===== src/design/ssbd_pkg.sv =====
// Shared types, constants and the opcode layout table of the sound-script decoder.
package ssbd_pkg;

   localparam int OFFSET_BITS    = 16;
   localparam int INSTR_OFFSET_W = 16;
   localparam int ARG_W          = 32;
   localparam int NUM_ARGS       = 3;

   typedef logic [1:0] slot_type;

   localparam slot_type NO_SLOT = 2'd3;

   // len of zero marks an invalid opcode
   typedef struct packed {
      logic [4:0] len;
      slot_type   byte1;
      slot_type   half2;
      slot_type   word0;
      slot_type   word1;
      slot_type   word2;
   } layout_type;

   typedef enum logic [1:0] {
      STATUS_OK         = 2'd0,
      STATUS_BAD_OPCODE = 2'd1,
      STATUS_TRUNCATED  = 2'd2
   } status_type;

   typedef struct packed {
      logic [7:0] data_byte;
      logic       stream_start;
      logic       stream_end;
   } req_word_type;

   typedef struct packed {
      logic [INSTR_OFFSET_W-1:0] instr_offset;
      logic [7:0]                opcode_value;
      logic signed [ARG_W-1:0]   arg_first;
      logic signed [ARG_W-1:0]   arg_second;
      logic signed [ARG_W-1:0]   arg_third;
      status_type                status;
   } rsp_word_type;

   function automatic layout_type op_layout(input logic [4:0] op);
      layout_type lay;
      lay = '{5'd0, NO_SLOT, NO_SLOT, NO_SLOT, NO_SLOT, NO_SLOT};
      case (op)
         5'h00, 5'h09, 5'h0a, 5'h10, 5'h15, 5'h17, 5'h19, 5'h1d:
            lay = '{5'd4, NO_SLOT, NO_SLOT, NO_SLOT, NO_SLOT, NO_SLOT};
         5'h02, 5'h04:
            lay = '{5'd4, 2'd0, 2'd1, NO_SLOT, NO_SLOT, NO_SLOT};
         5'h05:
            lay = '{5'd12, NO_SLOT, NO_SLOT, 2'd0, 2'd1, NO_SLOT};
         5'h06, 5'h11, 5'h12, 5'h16, 5'h18, 5'h1a, 5'h1c:
            lay = '{5'd8, NO_SLOT, NO_SLOT, 2'd0, NO_SLOT, NO_SLOT};
         5'h08, 5'h1b:
            lay = '{5'd16, NO_SLOT, NO_SLOT, 2'd0, 2'd1, 2'd2};
         5'h0b, 5'h13:
            lay = '{5'd4, 2'd0, NO_SLOT, NO_SLOT, NO_SLOT, NO_SLOT};
         5'h0c, 5'h14:
            lay = '{5'd4, NO_SLOT, 2'd0, NO_SLOT, NO_SLOT, NO_SLOT};
         5'h0d:
            lay = '{5'd8, NO_SLOT, 2'd0, 2'd1, NO_SLOT, NO_SLOT};
         5'h0e:
            lay = '{5'd12, NO_SLOT, 2'd0, 2'd1, 2'd2, NO_SLOT};
         default:
            lay = '{5'd0, NO_SLOT, NO_SLOT, NO_SLOT, NO_SLOT, NO_SLOT};
      endcase
      return lay;
   endfunction

endpackage


===== src/design/ssbd_req_if.sv =====
// Byte input channel: valid/ready handshake carrying one stream byte and its flags.
interface ssbd_req_if;
   logic       valid;
   logic       ready;
   logic [7:0] data_byte;
   logic       stream_start;
   logic       stream_end;

   modport source (output valid, data_byte, stream_start, stream_end, input ready);
   modport sink   (input valid, data_byte, stream_start, stream_end, output ready);
endinterface


===== src/design/ssbd_rsp_if.sv =====
// Result channel: valid/ready handshake carrying one decoded instruction.
interface ssbd_rsp_if;
   logic               valid;
   logic               ready;
   logic [15:0]        instr_offset;
   logic [7:0]         opcode_value;
   logic signed [31:0] arg_first;
   logic signed [31:0] arg_second;
   logic signed [31:0] arg_third;
   logic [1:0]         status;

   modport source (output valid, instr_offset, opcode_value, arg_first, arg_second,
                   arg_third, status, input ready);
   modport sink   (input valid, instr_offset, opcode_value, arg_first, arg_second,
                   arg_third, status, output ready);
endinterface


===== src/design/sound_script_bytecode_decoder_unit.sv =====
// Top level: input word register, decode core and result register of the decoder.
//
//  channel   | dir | word                                   | handshake
//  ----------+-----+----------------------------------------+-------------
//  req_chan  | in  | data_byte, stream_start, stream_end    | valid/ready
//  rsp_chan  | out | instr_offset, opcode_value, args, status | valid/ready
//
// One byte per cycle while the result channel is not stalled; after its last byte is taken,
// a result passes the input register and then the result register before it is offered.
// Synchronous active-high reset clears the decode state and both valid flags.
// A stalled result holds the core; the input register then fills and req ready drops.
module sound_script_bytecode_decoder_unit (
   input  logic     clock,
   input  logic     reset,
   ssbd_req_if.sink   req_chan,
   ssbd_rsp_if.source rsp_chan
);
   import ssbd_pkg::*;

   logic         in_valid_ff, in_valid_in;
   req_word_type in_word_ff;
   logic         rsp_valid_ff, rsp_valid_in;
   rsp_word_type rsp_word_ff;
   logic         advance;
   logic         req_take;
   logic         core_emit;
   rsp_word_type core_rsp;

   assign advance        = in_valid_ff && (!rsp_valid_ff || rsp_chan.ready);
   assign req_chan.ready = !in_valid_ff || advance;
   assign req_take       = req_chan.valid && req_chan.ready;

   always_comb begin
      in_valid_in = in_valid_ff;
      if (req_take) begin
         in_valid_in = 1'b1;
      end else if (advance) begin
         in_valid_in = 1'b0;
      end
      if (advance) begin
         rsp_valid_in = core_emit;
      end else begin
         rsp_valid_in = rsp_valid_ff && !rsp_chan.ready;
      end
   end

   ssbd_core u_core (
      .clock    (clock),
      .reset    (reset),
      .advance  (advance),
      .in_word  (in_word_ff),
      .emit     (core_emit),
      .rsp_word (core_rsp)
   );

   always_ff @(posedge clock) begin
      if (reset) begin
         in_valid_ff  <= 1'b0;
         rsp_valid_ff <= 1'b0;
      end else begin
         in_valid_ff  <= in_valid_in;
         rsp_valid_ff <= rsp_valid_in;
      end
   end

   always_ff @(posedge clock) begin
      if (req_take) begin
         in_word_ff <= '{req_chan.data_byte, req_chan.stream_start, req_chan.stream_end};
      end
      if (advance && core_emit) begin
         rsp_word_ff <= core_rsp;
      end
   end

   assign rsp_chan.valid        = rsp_valid_ff;
   assign rsp_chan.instr_offset = rsp_word_ff.instr_offset;
   assign rsp_chan.opcode_value = rsp_word_ff.opcode_value;
   assign rsp_chan.arg_first    = rsp_word_ff.arg_first;
   assign rsp_chan.arg_second   = rsp_word_ff.arg_second;
   assign rsp_chan.arg_third    = rsp_word_ff.arg_third;
   assign rsp_chan.status       = rsp_word_ff.status;

   a_rsp_not_lost: assert property (@(posedge clock) disable iff (reset)
      rsp_valid_ff && !rsp_chan.ready |=> rsp_valid_ff)
      else $error("pending result dropped");

   a_no_advance_when_blocked: assert property (@(posedge clock) disable iff (reset)
      rsp_valid_ff && !rsp_chan.ready |-> !advance)
      else $error("core advanced while result register blocked");

   a_reset_clears: assert property (@(posedge clock)
      reset |=> !rsp_valid_ff && !in_valid_ff)
      else $error("valid flags not cleared by reset");

endmodule


===== src/design/ssbd_core.sv =====
// Decode state and per-byte field insertion; produces at most one result per byte.
module ssbd_core (
   input  logic                 clock,
   input  logic                 reset,
   input  logic                 advance,
   input  ssbd_pkg::req_word_type in_word,
   output logic                 emit,
   output ssbd_pkg::rsp_word_type rsp_word
);
   import ssbd_pkg::*;

   logic [OFFSET_BITS-1:0] off_ff, off_in;
   logic [OFFSET_BITS-1:0] start_ff, start_in;
   logic [3:0]             idx_ff, idx_in;
   logic [4:0]             opc_ff, opc_in;
   logic [ARG_W-1:0]       arg_ff [NUM_ARGS];
   logic [ARG_W-1:0]       arg_in [NUM_ARGS];
   logic                   halted_ff, halted_in;

   logic [OFFSET_BITS-1:0] pos;
   logic [3:0]             idx_cur;
   logic                   halt_cur;
   layout_type             lay;
   layout_type             cur_lay;
   slot_type               slot;
   logic [1:0]             lane;
   logic [ARG_W-1:0]       ins;
   logic [ARG_W-1:0]       arg_new [NUM_ARGS];
   logic [4:0]             next_idx;
   logic [7:0]             b;

   assign cur_lay = op_layout(opc_ff);

   always_comb begin
      b        = in_word.data_byte;
      pos      = in_word.stream_start ? '0 : off_ff;
      idx_cur  = in_word.stream_start ? 4'd0 : idx_ff;
      halt_cur = in_word.stream_start ? 1'b0 : halted_ff;
      lay      = cur_lay;

      // byte lane and argument slot for this position
      slot = NO_SLOT;
      lane = 2'd0;
      if (idx_cur == 4'd1) begin
         slot = lay.byte1;
      end else if (idx_cur < 4'd4) begin
         slot = lay.half2;
         lane = {1'b0, idx_cur[0]};
      end else begin
         lane = idx_cur[1:0];
         case (idx_cur[3:2])
            2'd1:    slot = lay.word0;
            2'd2:    slot = lay.word1;
            2'd3:    slot = lay.word2;
            default: slot = NO_SLOT;
         endcase
      end
      ins = ARG_W'(b) << {lane, 3'b000};
      if (idx_cur == 4'd3 && b[7]) begin
         ins = ins | 32'hFFFF_0000;  // sign-extend the 16-bit word
      end
      for (int k = 0; k < NUM_ARGS; k++) begin
         arg_new[k] = (slot == 2'(k)) ? (arg_ff[k] | ins) : arg_ff[k];
      end
      next_idx = {1'b0, idx_cur} + 5'd1;

      off_in    = off_ff;
      start_in  = start_ff;
      idx_in    = idx_cur;
      opc_in    = opc_ff;
      halted_in = halt_cur;
      for (int k = 0; k < NUM_ARGS; k++) begin
         arg_in[k] = arg_ff[k];
      end
      emit     = 1'b0;
      rsp_word = '{INSTR_OFFSET_W'(start_ff), {3'b000, opc_ff}, '0, '0, '0, STATUS_TRUNCATED};

      if (in_word.stream_start) begin
         off_in = '0;
      end

      if (!halt_cur) begin
         off_in = pos + OFFSET_BITS'(1);
         if (idx_cur == 4'd0) begin
            if (b[7:5] != 3'd0 || op_layout(b[4:0]).len == 5'd0) begin
               emit      = 1'b1;
               rsp_word  = '{INSTR_OFFSET_W'(pos), b, '0, '0, '0, STATUS_BAD_OPCODE};
               halted_in = 1'b1;
            end else begin
               opc_in   = b[4:0];
               start_in = pos;
               for (int k = 0; k < NUM_ARGS; k++) begin
                  arg_in[k] = '0;
               end
               idx_in = 4'd1;
               if (in_word.stream_end) begin
                  emit      = 1'b1;
                  rsp_word  = '{INSTR_OFFSET_W'(pos), b, '0, '0, '0, STATUS_TRUNCATED};
                  idx_in    = 4'd0;
                  halted_in = 1'b1;
               end
            end
         end else begin
            for (int k = 0; k < NUM_ARGS; k++) begin
               arg_in[k] = arg_new[k];
            end
            if (next_idx >= lay.len) begin
               emit      = 1'b1;
               rsp_word  = '{INSTR_OFFSET_W'(start_ff), {3'b000, opc_ff}, arg_new[0],
                             arg_new[1], arg_new[2], STATUS_OK};
               idx_in    = 4'd0;
               halted_in = in_word.stream_end;
            end else begin
               idx_in = next_idx[3:0];
               if (in_word.stream_end) begin
                  emit      = 1'b1;
                  idx_in    = 4'd0;
                  halted_in = 1'b1;
               end
            end
         end
      end
   end

   always_ff @(posedge clock) begin
      if (reset) begin
         off_ff    <= '0;
         idx_ff    <= 4'd0;
         halted_ff <= 1'b0;
      end else if (advance) begin
         off_ff    <= off_in;
         idx_ff    <= idx_in;
         halted_ff <= halted_in;
      end
   end

   always_ff @(posedge clock) begin
      if (advance) begin
         start_ff <= start_in;
         opc_ff   <= opc_in;
         for (int k = 0; k < NUM_ARGS; k++) begin
            arg_ff[k] <= arg_in[k];
         end
      end
   end

   a_halted_silent: assert property (@(posedge clock) disable iff (reset)
      advance && halted_ff && !in_word.stream_start |-> !emit)
      else $error("result produced while halted");

   a_error_halts: assert property (@(posedge clock) disable iff (reset)
      advance && emit && rsp_word.status != STATUS_OK |=> halted_ff)
      else $error("decoder not halted after error result");

   a_idx_in_range: assert property (@(posedge clock) disable iff (reset)
      idx_ff != 4'd0 |-> ({1'b0, idx_ff} < cur_lay.len))
      else $error("byte index beyond instruction length");

endmodule

===== src/flat_wrapper.sv =====
// flat-port wrapper written by rule: the top's interface ports become plain ports
module sound_script_bytecode_decoder_unit_flat import ssbd_pkg::*;
  (clock, reset, req_chan_valid, req_chan_data_byte, req_chan_stream_start, req_chan_stream_end, req_chan_ready, rsp_chan_valid, rsp_chan_instr_offset, rsp_chan_opcode_value, rsp_chan_arg_first, rsp_chan_arg_second, rsp_chan_arg_third, rsp_chan_status, rsp_chan_ready);
  ssbd_req_if req_chan_i ();
  ssbd_rsp_if rsp_chan_i ();
  input  logic clock;
  input  logic reset;
  input wire logic [$bits(req_chan_i.valid)-1:0] req_chan_valid;
  input wire logic [$bits(req_chan_i.data_byte)-1:0] req_chan_data_byte;
  input wire logic [$bits(req_chan_i.stream_start)-1:0] req_chan_stream_start;
  input wire logic [$bits(req_chan_i.stream_end)-1:0] req_chan_stream_end;
  output wire logic [$bits(req_chan_i.ready)-1:0] req_chan_ready;
  output wire logic [$bits(rsp_chan_i.valid)-1:0] rsp_chan_valid;
  output wire logic [$bits(rsp_chan_i.instr_offset)-1:0] rsp_chan_instr_offset;
  output wire logic [$bits(rsp_chan_i.opcode_value)-1:0] rsp_chan_opcode_value;
  output wire logic [$bits(rsp_chan_i.arg_first)-1:0] rsp_chan_arg_first;
  output wire logic [$bits(rsp_chan_i.arg_second)-1:0] rsp_chan_arg_second;
  output wire logic [$bits(rsp_chan_i.arg_third)-1:0] rsp_chan_arg_third;
  output wire logic [$bits(rsp_chan_i.status)-1:0] rsp_chan_status;
  input wire logic [$bits(rsp_chan_i.ready)-1:0] rsp_chan_ready;
  assign req_chan_i.valid = req_chan_valid;
  assign req_chan_i.data_byte = req_chan_data_byte;
  assign req_chan_i.stream_start = req_chan_stream_start;
  assign req_chan_i.stream_end = req_chan_stream_end;
  assign req_chan_ready = req_chan_i.ready;
  assign rsp_chan_valid = rsp_chan_i.valid;
  assign rsp_chan_instr_offset = rsp_chan_i.instr_offset;
  assign rsp_chan_opcode_value = rsp_chan_i.opcode_value;
  assign rsp_chan_arg_first = rsp_chan_i.arg_first;
  assign rsp_chan_arg_second = rsp_chan_i.arg_second;
  assign rsp_chan_arg_third = rsp_chan_i.arg_third;
  assign rsp_chan_status = rsp_chan_i.status;
  assign rsp_chan_i.ready = rsp_chan_ready;
  sound_script_bytecode_decoder_unit u_core (.clock(clock), .reset(reset), .req_chan(req_chan_i), .rsp_chan(rsp_chan_i));
endmodule

===== config.mk =====
export PLATFORM = sky130hd
export DESIGN_NAME = sound_script_bytecode_decoder_unit_flat
export DESIGN_NICKNAME = d
export VERILOG_FILES = /design/src/design/ssbd_pkg.sv /design/src/design/ssbd_req_if.sv /design/src/design/ssbd_rsp_if.sv /design/src/design/sound_script_bytecode_decoder_unit.sv /design/src/design/ssbd_core.sv /design/src/flat_wrapper.sv
export SDC_FILE = /design/constraint.sdc
export NUM_CORES = 1
export LEC_CHECK = 0
export BUFFER_PORTS_ARGS = -buffer_cell sky130_fd_sc_hd__buf_4
export CORE_MARGIN = 5
export CORE_UTILIZATION = 50
export CTS_CLUSTER_SIZE = 28
export DETAILED_ROUTE_END_ITERATION = 7
export GPL_ROUTABILITY_DRIVEN = 0
export GPL_TIMING_DRIVEN = 0
export PLACE_DENSITY = 0.71
export SETUP_SLACK_MARGIN = 0.5
export SKIP_LAST_GASP = 1
export SYNTH_ARGS = -nofsm -noshare
export SYNTH_HDL_FRONTEND = slang
export SYNTH_SLANG_ARGS = --single-unit

===== constraint.sdc =====
create_clock -name clock -period 19.49 [get_ports clock]
set_input_delay 3.898 -clock clock [delete_from_list [all_inputs] [get_ports clock]]
set_output_delay 3.898 -clock clock [all_outputs]
set_load 0.02 [all_outputs]

==> results of run 1 <==
-- kinds of logic after synthesis --
| logic type | count (synthesis) | share of synthesized area |
|---|---|---|
| adders and majority gates | 18 | 0.0185 |
| DFF | 286 | 0.674 |
| and+or+nand+nor | 368 | 0.135 |
| buffers and inverters | 81 | 0.0270 |
| xor gates and xnor gates | 13 | 0.00934 |
| muxes | 52 | 0.0453 |
| AOI/OAI and AO/OA | 185 | 0.0912 |
-- where the power goes --
group	internal, mW	switching (mW)	leakage (nW)
logic	0.0302	0.0550	2.15
registers	0.679	0.00576	2.71
clock network	0.401	0.237	0.530
-- stage by stage --
| stage | area [µm²] | utilization | hold WS, ps | setup WS, ps | cells |
|---|---|---|---|---|---|
| finish | 14800 | 0.614 | 445 | 11210 | 1519 |
| global route | 14800 | 0.614 | 459 | 11190 | 1519 |
| CTS | 14800 | 0.614 | 443 | 11220 | 1519 |
| detailed placement | 13700 | 0.568 | 427 | 11220 | 1468 |
| global placement | 13600 | 0.564 | 423 | 8560 | 1464 |
| floorplan | 12200 | - | 421 | 10490 | 1003 |
-- per-layer routing --
layer	wire length, µm	share of wire	track usage
met2	13800	0.48	0.328
met5	0	0	0
met3	2450	0.085	0.0386
met4	586	0.020	0.0506
met1	12100	0.42	0.289
-- critical path: cells and delay by family --
family	cells	cell delay, ps
buf+inv	2	290
simple gates	1	190
-- sequential cells by signal (all words and copies together) (netlist names), 4 cells and up, named ones only --
signal                        cells
u_core.u_core.arg_ff             96
u_core.rsp_chan.arg_first        32
u_core.u_core.opc_ff              5
u_core.u_core.idx_ff              4
u_core.rsp_chan.arg_second       32
u_core.rsp_chan.arg_third        32
u_core.in_word_ff                10
u_core.rsp_chan.opcode_value      8
u_core.u_core.cur_lay            11
u_core.rsp_chan.instr_offset     16
u_core.u_core.start_ff           16
u_core.u_core.off_ff             16
-- synthesized netlist by cell type (all sizes together), types with 10 or more instances --
library cell / n / area (µm²)
edfxtp: 249 / 7480
nand2: 34 / 128
a21oi: 84 / 420
nor3: 10 / 61.3
inv: 16 / 60.1
clkbuf: 52 / 195
mux2i: 27 / 270
ha: 18 / 225
mux2: 25 / 282
nor2: 239 / 897
nor2b: 28 / 175
buf: 13 / 73.8
a21o: 15 / 115
dfxtp: 37 / 741
a31oi: 26 / 163
nand2b: 12 / 75.1
xnor2: 11 / 96.3
o21ai: 25 / 125
-- path summary, 6_finish.rpt --
kind	slack (ps)	from	to
min	440	u_core.in_word_ff[5]	u_core.u_core.opc_ff[3]
min reg2reg	440	u_core.in_word_ff[5]	u_core.u_core.opc_ff[3]
max reg2reg	15420	u_core.in_word_ff[1]	u_core.rsp_chan.arg_second[15]
max	11210	rsp_chan_ready	req_chan_ready
-- final cells by class --
class | count | share of cell area
sequential | 286 | 0.554
tap | 324 | 0.0273
multi-input combinational | 636 | 0.246
timing repair buffer | 141 | 0.0757
clock buffer | 30 | 0.0484
clock inverter | 21 | 0.0265
buffer | 65 | 0.0181
inverter | 16 | 0.00438
==> results.txt, run 1 <==
Die Wd: 166 µm
initial core utilization: 0.504
hold path depth: 0
WP data required: 15590 ps
EDFF count, synth: 249
vias in the first global route: 8217
CTS resizes: 0
Core Footprint: 0.0242 mm²
TritonCTS clock tree: built
Min-Delay Path Class: flop to flop
# IOs: 138
max cap viols: 0
initial antenna violation count: 0
Setup Skew: 25.2 ps
maximum clock frequency: 0.121 GHz
Arrival @ worst endpoint: 4380 ps
CTS Hold Bufs: 0
commonest non-fill, non-tap cell in the layout: edfxtp_1
Worst Path Max Fanout: 3
max-slew violations: 0
Die ar.: 0.0276 mm²
Iter 0 DRT Violations: 885
maximum vdd ir drop: 0.0000659 V
post-synthesis async set-or-reset flop share: 0
Clock Tree Root: clkbuf_16
CP dominant cell by count: buf_4
layout cells sized above 1: 0.197
GRT Total Usage: 0.203
Critical Path Start Type: input port
commonest non-fill, non-tap cells in the layout: 249 x edfxtp_1, 238 x nor2_1, 139 x buf_4, 84 x a21oi_1, 53 x clkbuf_1
unique cell type count in the Yosys netlist: 60
critical path cell sequence: buf_4, nand3b_1, buf_4
Clk pin slew, worst setup/hold paths: 60 ps
fill count: 1896
Max stage delay on crit path: 190 ps
R2R depth: 12
DRC violations left: 0
register area share after synthesis: 0.674
site row count: 57
Synth Warn #: 0
Congestion Overflow GR: 0
Synth Net Count: 1035
headroom to the max-slew limit: 0.344
Final Power: 1.41 mW
ANT nets after route: 0
RSZ-0062 raised after global routing: false
register area: 0.00822 mm²
Final Cycle Share: 0.425
H-tree depth: 1
power per cell area: 94.9 mW/mm²
syn_area_per_cell: 12.2 µm²
Post-synth top flop: edfxtp_1
port bufs: 137
Setup Fix Bufs, Post-CTS: 0
total CTS buffers: 28
placed wire-length estimate: 19800 µm
nets: 1206
Via-to-Cell Ratio: 5.58
first-pass GRT wire length: 45700 µm
crit path kind: input port to primary output
pin count of the biggest net entering global routing: 79
DR WL/cell: 19.1 µm
final setup vio count: 0
diodes inserted: 0
Synth Register Bits: 286
final wirelength: 28900 µm
setup TNS: 0 ps
clock sink count: 286
final hold viol count: 0
cells after synthesis: 1003
slowest CP cell: nand3b_1
detailed-route via count: 8479
area of the mapped netlist: 0.0122 mm²
area taken by multi-input logic gates: 0.00365 mm²
min cycle time layout: 8280 ps
Least-Margin Pin Slew: 977 ps
Worst Setup End Kind: primary output
Layout area overhead: 21.8%
Leak: 5.40 nW
Clock Latency Late Sink: 560 ps
status: finished clean
clock buffer depth: 3
height of the die: 166 µm
drt pass-1 iters: 7
No activity file was read; power rests on OpenSTA's default activity.
==> inputs of run 2 (changes only) <==
--- a/config.mk
+++ b/config.mk
@@ -12,7 +12,7 @@
 export DETAILED_ROUTE_END_ITERATION = 7
 export GPL_ROUTABILITY_DRIVEN = 0
 export GPL_TIMING_DRIVEN = 0
-export PLACE_DENSITY = 0.71
+export PLACE_DENSITY = 0.74
 export SETUP_SLACK_MARGIN = 0.5
 export SKIP_LAST_GASP = 1
 export SYNTH_ARGS = -nofsm -noshare
==> constraint.sdc (replaced) <==
create_clock -name clock -period 7.6 [get_ports clock]
set_input_delay 1.52 -clock clock [delete_from_list [all_inputs] [get_ports clock]]
set_output_delay 1.52 -clock clock [all_outputs]
set_load 0.02 [all_outputs]
==> results.txt, run 2 (synthesis results as in run 1) <==
Setup WS pre-CTS: 3050 ps
worst setup margin: 3520 ps
area taken by multi-input logic gates: 0.00365 mm²
GRT Total Usage: 0.200
Worst Path Max Fanout: 10
clock buffer depth: 3
Largest register FFs: 96
initial core utilization: 0.504
final hold viol count: 0
port bufs: 137
CTS Hold Bufs: 0
DR WL/cell: 19.0 µm
Core Footprint: 0.0242 mm²
total CTS buffers: 28
height of the die: 166 µm
Leak: 5.35 nW
Setup Skew: 24.5 ps
pin count of the biggest net entering global routing: 74
status: finished clean
initial antenna violation count: 0
site row count: 57
Clk pin slew, worst setup/hold paths: 60 ps
nets: 1205
Top reg by flops: u_core.u_core.arg_ff
maximum vdd ir drop: 0.000138 V
max cap viols: 0
first-pass GRT wire length: 44800 µm
ANT nets after route: 0
Iter 0 DRT Violations: 856
vias in the first global route: 8189
Least-Margin Pin Slew: 1130 ps
maximum clock frequency: 0.245 GHz
Clock Latency Late Sink: 560 ps
Via-to-Cell Ratio: 5.63
Arrival @ worst endpoint: 4320 ps
CTS resizes: 0
Critical Path Start Type: flop
headroom to the max-slew limit: 0.244
diodes inserted: 0
commonest non-fill, non-tap cell in the layout: edfxtp_1
Die Wd: 166 µm
final setup vio count: 0
placed wire-length estimate: 19500 µm
final wirelength: 28900 µm
Clock Tree Root: clkbuf_16
register area: 0.00822 mm²
power per cell area: 234 mW/mm²
Congestion Overflow GR: 0
Layout area overhead: 20.6%
detailed-route via count: 8546
DRC violations left: 0
commonest non-fill, non-tap cells in the layout: 249 x edfxtp_1, 238 x nor2_1, 139 x buf_4, 84 x a21oi_1, 53 x clkbuf_1
drt pass-1 iters: 5
H-tree depth: 1
crit path kind: flop to flop
Final Cycle Share: 0.536
max-slew violations: 0
Min-Delay Path Class: flop to flop
min cycle time layout: 4080 ps
RSZ-0062 raised after global routing: false
fill count: 1852
setup TNS: 0 ps
clock sink count: 286
WP data required: 7850 ps
Worst Setup End Kind: flop
layout cells sized above 1: 0.194
TritonCTS clock tree: built
Die ar.: 0.0276 mm²
# IOs: 138
Setup Fix Bufs, Post-CTS: 0
## run 2: cell types whose count changed in the layout (fill, tap and decap cells not counted), sizes merged
cell      previous run  this run
inv                 16        17
clkinv               7        14
bufinv              10         4
clkinvlp             4         1
clkbuf              82        84
buf                154       153
## run 2: final timing paths
check                                                 endpoint                  from  depth (start not counted)  slack, ps
worst max-delay path            u_core.rsp_chan.arg_second[15]  u_core.in_word_ff[1]                         12       3520
worst min-delay path                   u_core.u_core.opc_ff[0]  u_core.in_word_ff[2]                          0        460
worst max register to register  u_core.rsp_chan.arg_second[15]  u_core.in_word_ff[1]                         12       3520
worst min register to register         u_core.u_core.opc_ff[0]  u_core.in_word_ff[2]                          0        460
## run 2: layout make-up
type                    count  area share
inverters                  16     0.00442
repair buffers            140      0.0745
clock inverters            20      0.0157
flip-flops and latches    286       0.559
clock buffers              32      0.0522
multi-input cells         636       0.248
well taps                 324      0.0276
plain buffers              65      0.0183
## run 2: routing by layer
metal	GRT usage	vias to the layer above	share of wire
li1	-	3956	-
met1	0.275	4091	0.41
met2	0.323	437	0.47
met3	0.0402	62	0.091
met4	0.0664	0	0.030
met5	0	-	0
## run 2: where the power goes
part	switching [mW]	internal (mW)
sequential	0.0146	1.74
clock	0.596	0.867
combinational	0.142	0.0769
## run 2: stage by stage
step                instances   util  area [µm²]  hold WS [ps]  power [mW]
finish                   1519  0.608       14700           455        3.44
global route             1519  0.608       14700           472        3.55
CTS                      1519  0.608       14700           459        3.46
detailed placement       1467  0.567       13700           444        2.01
global placement         1464  0.564       13600           425        2.01
floorplan                1003      -       12200           421        1.92
## run 2: worst max-delay path, cell delays in order, from the launching register on
cell and delay, ps:
edfxtp_1 380, clkbuf_1 240, inv_1 310, nand4_1 260, o21ai_0 280, ha_1 260
o21ai_0 180, a32o_1 210, or3_1 150, clkbuf_1 310, clkbuf_1 470, clkbuf_1 520
nor2_1 200
